`src/sv/bfuh_ram.sv`:
```
// Generic single-port synchronous RAM with a registered read.
module bfuh_ram #(
  parameter int unsigned Width = 8,
  parameter int unsigned Depth = 256
) (
  input  logic                     clk_i,
  input  logic                     we_i,
  input  logic                     re_i,
  input  logic [$clog2(Depth)-1:0] addr_i,
  input  logic [Width-1:0]         wdata_i,
  output logic [Width-1:0]         rdata_o
);

  logic [Width-1:0] mem_q [Depth];
  logic [Width-1:0] rdata_q;

  always_ff @(posedge clk_i) begin
    if (we_i) begin
      mem_q[addr_i] <= wdata_i;
    end
    if (re_i) begin
      rdata_q <= mem_q[addr_i];
    end
  end

  assign rdata_o = rdata_q;

endmodule

```
`config.mk`:
```
export PLATFORM = sky130hd
export DESIGN_NAME = bfuh_ram
export DESIGN_NICKNAME = d
export VERILOG_FILES = /design/src/sv/bfuh_ram.sv
export SDC_FILE = /design/constraint.sdc
export NUM_CORES = 2
export LEC_CHECK = 0
export BUFFER_PORTS_ARGS = -buffer_cell sky130_fd_sc_hd__buf_2
export CAP_MARGIN = 25
export CELL_PAD_IN_SITES_DETAIL_PLACEMENT = 1
export CELL_PAD_IN_SITES_GLOBAL_PLACEMENT = 2
export CORE_UTILIZATION = 51
export CTS_BUF_LIST = sky130_fd_sc_hd__clkbuf_16
export CTS_CLUSTER_DIAMETER = 200
export CTS_CLUSTER_SIZE = 12
export DETAILED_ROUTE_END_ITERATION = 8
export GPL_TIMING_DRIVEN = 0
export PLACE_DENSITY_LB_ADDON = 0.05
export SKIP_CTS_REPAIR_TIMING = 1
export SLEW_MARGIN = 15
export SYNTH_ARGS = -nofsm -noshare
export SYNTH_HDL_FRONTEND = slang
export SYNTH_SLANG_ARGS = --single-unit
```
`constraint.sdc`:
```
create_clock -name clk_i -period 3.2 [get_ports clk_i]
set_input_delay 0.32 -clock clk_i [delete_from_list [all_inputs] [get_ports clk_i]]
set_output_delay 0.32 -clock clk_i [all_outputs]
set_load 0.02 [all_outputs]
```
==> metrics.md <==
| Metric | Value |
|---|---|
| Layout area overhead | 12.2% |
| NumNets Final | just under 4,000 |
| Worst Skew | 0.0258 ns |
| Worst setup startpoint | addr_i[1] |
| FF-to-FF Start | mem_q[106][3] |
| Post-DP Area | 82,500 um2 |
| Hold WC Path Type | in -> reg |
| Syn nets | 3,566 |
| Final Setup Violations | 12 |
| Clock Path Buffers | 3 |
| Most common cell after layout, fill and taps aside | edfxtp_1 |
| Die X | around 400 um |
| # port buffers | 22 |
| Number of cells on the critical path | 8 |
| Mux share of post-synthesis cell area | 14.7% |
| Total power per unit cell area | about 600 nW/um2 |
| Final antenna-violating net count | 0 |
| Clock transition at path regs | 0.06 ns |
| Synth Area in Simple Gates | 1.73% |
| # Max-Cap Violations | 0 |
| Cell count after synthesis | 3,547 |
| Final worst-path setup slack | -0.110 ns |
| Clock share of power | 37.7% |
| Die Y | 395 um |
| Initial core utilization | 51.5% |
| Routed vias | just under 40,000 |
| Combinational share of power | about 5.5% |
| RSZ-0062 raised after global routing | yes |
| TritonCTS clock tree | built |
| Most frequent cells in the layout | edfxtp_1 (2,056), mux4_2 (512), a22oi_1 (255), clkbuf_16 (190), nor2_1 (125) |
| Setup crit start kind | primary input |
| Via density | 6.56 |
| Cells on worst reg2reg path | 5 |
| DRT Wirelength | 224,000 um |
| Filler instances | 12,667 |
| Upper clock frequency limit | between 300 and 400 MHz |
| Worst Path Required | about 3.6 ns |
| Die area | approximately 160,000 um2 |
| Synth warnings | 0 |
| Crit-path max cell delay | between 0.7 and 0.8 ns |
| Layout cells sized above 1 | between 20% and 30% |
| Sequential Power Share | 56.8% |
| Routed len/inst | about 38 um |
| Minimum clock period | 3.31 ns |
| CP Capture Type | flip-flop |
| Relative slew slack | a little over a quarter |
| Switching part of the total | 21.5% |
| Reg2Reg Setup Slack | 0.06 ns |
| H-Tree Depth | 4 |
| Final total power | 52.3 mW |
| Largest family of logic cells by synthesized area | multiplexers |
| TritonCTS buffer count | 189 |
| VDD IR-drop max | 580 uV |
| # clock sinks | 2,056 |
| FF-to-FF End | rdata_o[3] |
| Synth Area in Compound Gates | 3.62% |
| Slew Limit Fails | 0 |
| Netlist cell types | 21 |
| Failing checks | setup timing |
| #FFs+latches synth | 2,056 |
| Total gr overflow | 0 |
| GP Congestion | 0.899 |
| I/O pins | 27 |
| Final Hold Fails | 0 |
| Final HPWL DP | between 150,000 and 200,000 um |
| Critical Path Fanout Max | 10 |
| Clock root buffer | clkbuf_16 |
| CP max stage cell | o41ai_4 |
| Core box area | 152,000 um2 |
| Sequential share of the synthesized area | between 70% and 80% |
| LEAKAGE | 26.6 nW |
| Vias in the first global route | 40,368 |
| Largest net degree at the start of global routing | 129 |
| P_int | 41.1 mW |
| Gr usage total | 29.1% |
| Switching power total | 11.2 mW |
| First-pass GRT wire length | 312,000 um |
| Initial antenna violation count | 9 |
| Delay-heaviest family, CP | buffers and inverters |
| DRT iter0 DRCs | 4,433 |
| Cell Area, Synth | 78,600 um2 |
| Synthesized area per cell | 22.2 um2 |
| CP arrival | about 3.7 ns |
| Post-Layout Inst Area | 88,100 um2 |
| Worst slew pin tran | between 1 and 1.5 ns |
| XOR/XNOR Fraction of Synth Area | 0% |
| Final setup TNS | -0.666 ns |
| DRC viols | 0 |
| Initial DRT Pass Iterations | 5 |
| Buffers & Inverters on Critical Path | 3 |
| Critical path destination | rdata_o[5] |
| Synth Area in Adders | 0% |
| Crit path kind | in -> reg |
| Status | complete, but fails checks |
| Row count | 143 |
| Worst-Skew Late Latency | about 0.84 ns |
| Cells along the critical path | buf_2 > clkbuf_2 > clkbuf_1 > mux4_2 > a22oi_1 > a21oi_1 > o41ai_4 > nand4_1 |
| Tcrit/Tclk final | 103% |
==> cell type report <==
type                    count  area (um2)  area share [%]
diodes                      4        10.0          0.0114
plain buffers             232        1200            1.36
clock buffers             190        4750            5.39
clock inverters            15         176           0.200
inverters                   1        3.75         0.00426
multi-input cells        1258       16300            18.5
flip-flops and latches   2056       61700            70.0
well taps                2030        2540            2.88
repair buffers             93        1390            1.58
==> worst register-to-register path, stage by stage (launching register included) <==
cell      delay [ns]
edfxtp_1        0.38
mux4_2          0.49
a22oi_1         0.35
a21oi_1         0.33
o41ai_1         0.78
nand4_1         0.44
==> worst min path at each step <==
stage	startpoint	to	slack [ns]	depth (start not counted)
2_1_floorplan	wdata_i[0]	mem_q[0][0]	0.42	0
3_3_place_gp	re_i	rdata_o[3]	0.65	1
3_5_place_dp	wdata_i[6]	mem_q[40][6]	0.55	1
4_1_cts	wdata_i[6]	mem_q[40][6]	-0.33	1
5_1_grt	wdata_i[6]	mem_q[40][6]	0.30	2
6_report	wdata_i[6]	mem_q[40][6]	0.31	2
==> state kept, by name (all words and copies together), names as in the netlist <==
register / count
mem_q: 2048
rdata_o: 8
==> through the flow <==
step | hold WS, ns | setup WS, ns | utilization [%] | cells
after floorplan | 0.419 | 0.661 | - | 3547
after global placement | 0.647 | -3.10 | 53.3 | 5599
after detailed placement | 0.548 | -1.93 | 54.1 | 5657
after CTS | -0.331 | -1.07 | 57.4 | 5862
after global routing | 0.303 | -0.0319 | 57.8 | 5875
final | 0.314 | -0.110 | 57.8 | 5879
==> power groups by stage <==
stage,registers (mW),logic [mW],clock network [mW]
floorplan,30.3,1.32,0
CTS,29.7,2.84,20.0
global placement,30.4,2.63,0
global route,29.7,2.99,20.7
detailed placement,30.3,2.83,0
finish,29.7,2.88,19.8
==> per-layer routing <==
metal	vias up	track usage, %	routed length, um
met5	-	0	12
met4	2	9.54	7310
met3	326	5.87	18600
met2	1704	47.1	110000
met1	21003	40.0	88700
li1	15535	-	-
==> cell usage after synthesis <==
| cell type | number | area share (%) |
|---|---|---|
| a21oi_1 | 128 | 0.82 |
| a22oi_1 | 256 | 2.4 |
| and2_1 | 3 | 0.024 |
| buf_1 | 19 | 0.091 |
| buf_2 | 36 | 0.23 |
| buf_4 | 16 | 0.15 |
| buf_6 | 16 | 0.23 |
| clkbuf_1 | 145 | 0.69 |
| edfxtp_1 | 2056 | 79 |
| inv_1 | 1 | 0.0048 |
| mux4_2 | 512 | 15 |
| nand2_1 | 28 | 0.13 |
| nand2b_1 | 6 | 0.048 |
| nand3_1 | 13 | 0.083 |
| nand4_1 | 8 | 0.064 |
| nor2_1 | 232 | 1.1 |
| nor2b_1 | 7 | 0.056 |
| nor3_1 | 30 | 0.19 |
| o41ai_1 | 32 | 0.36 |
| or2_2 | 2 | 0.016 |
| or3_1 | 1 | 0.0080 |
==> cells by family after synthesis <==
kind of cell	after synthesis
muxes	512
and+or+nand+nor	330
AOI/OAI and AO/OA	416
buffers and inverters	233
DFF	2056
(Power assumes the default switching activity.)
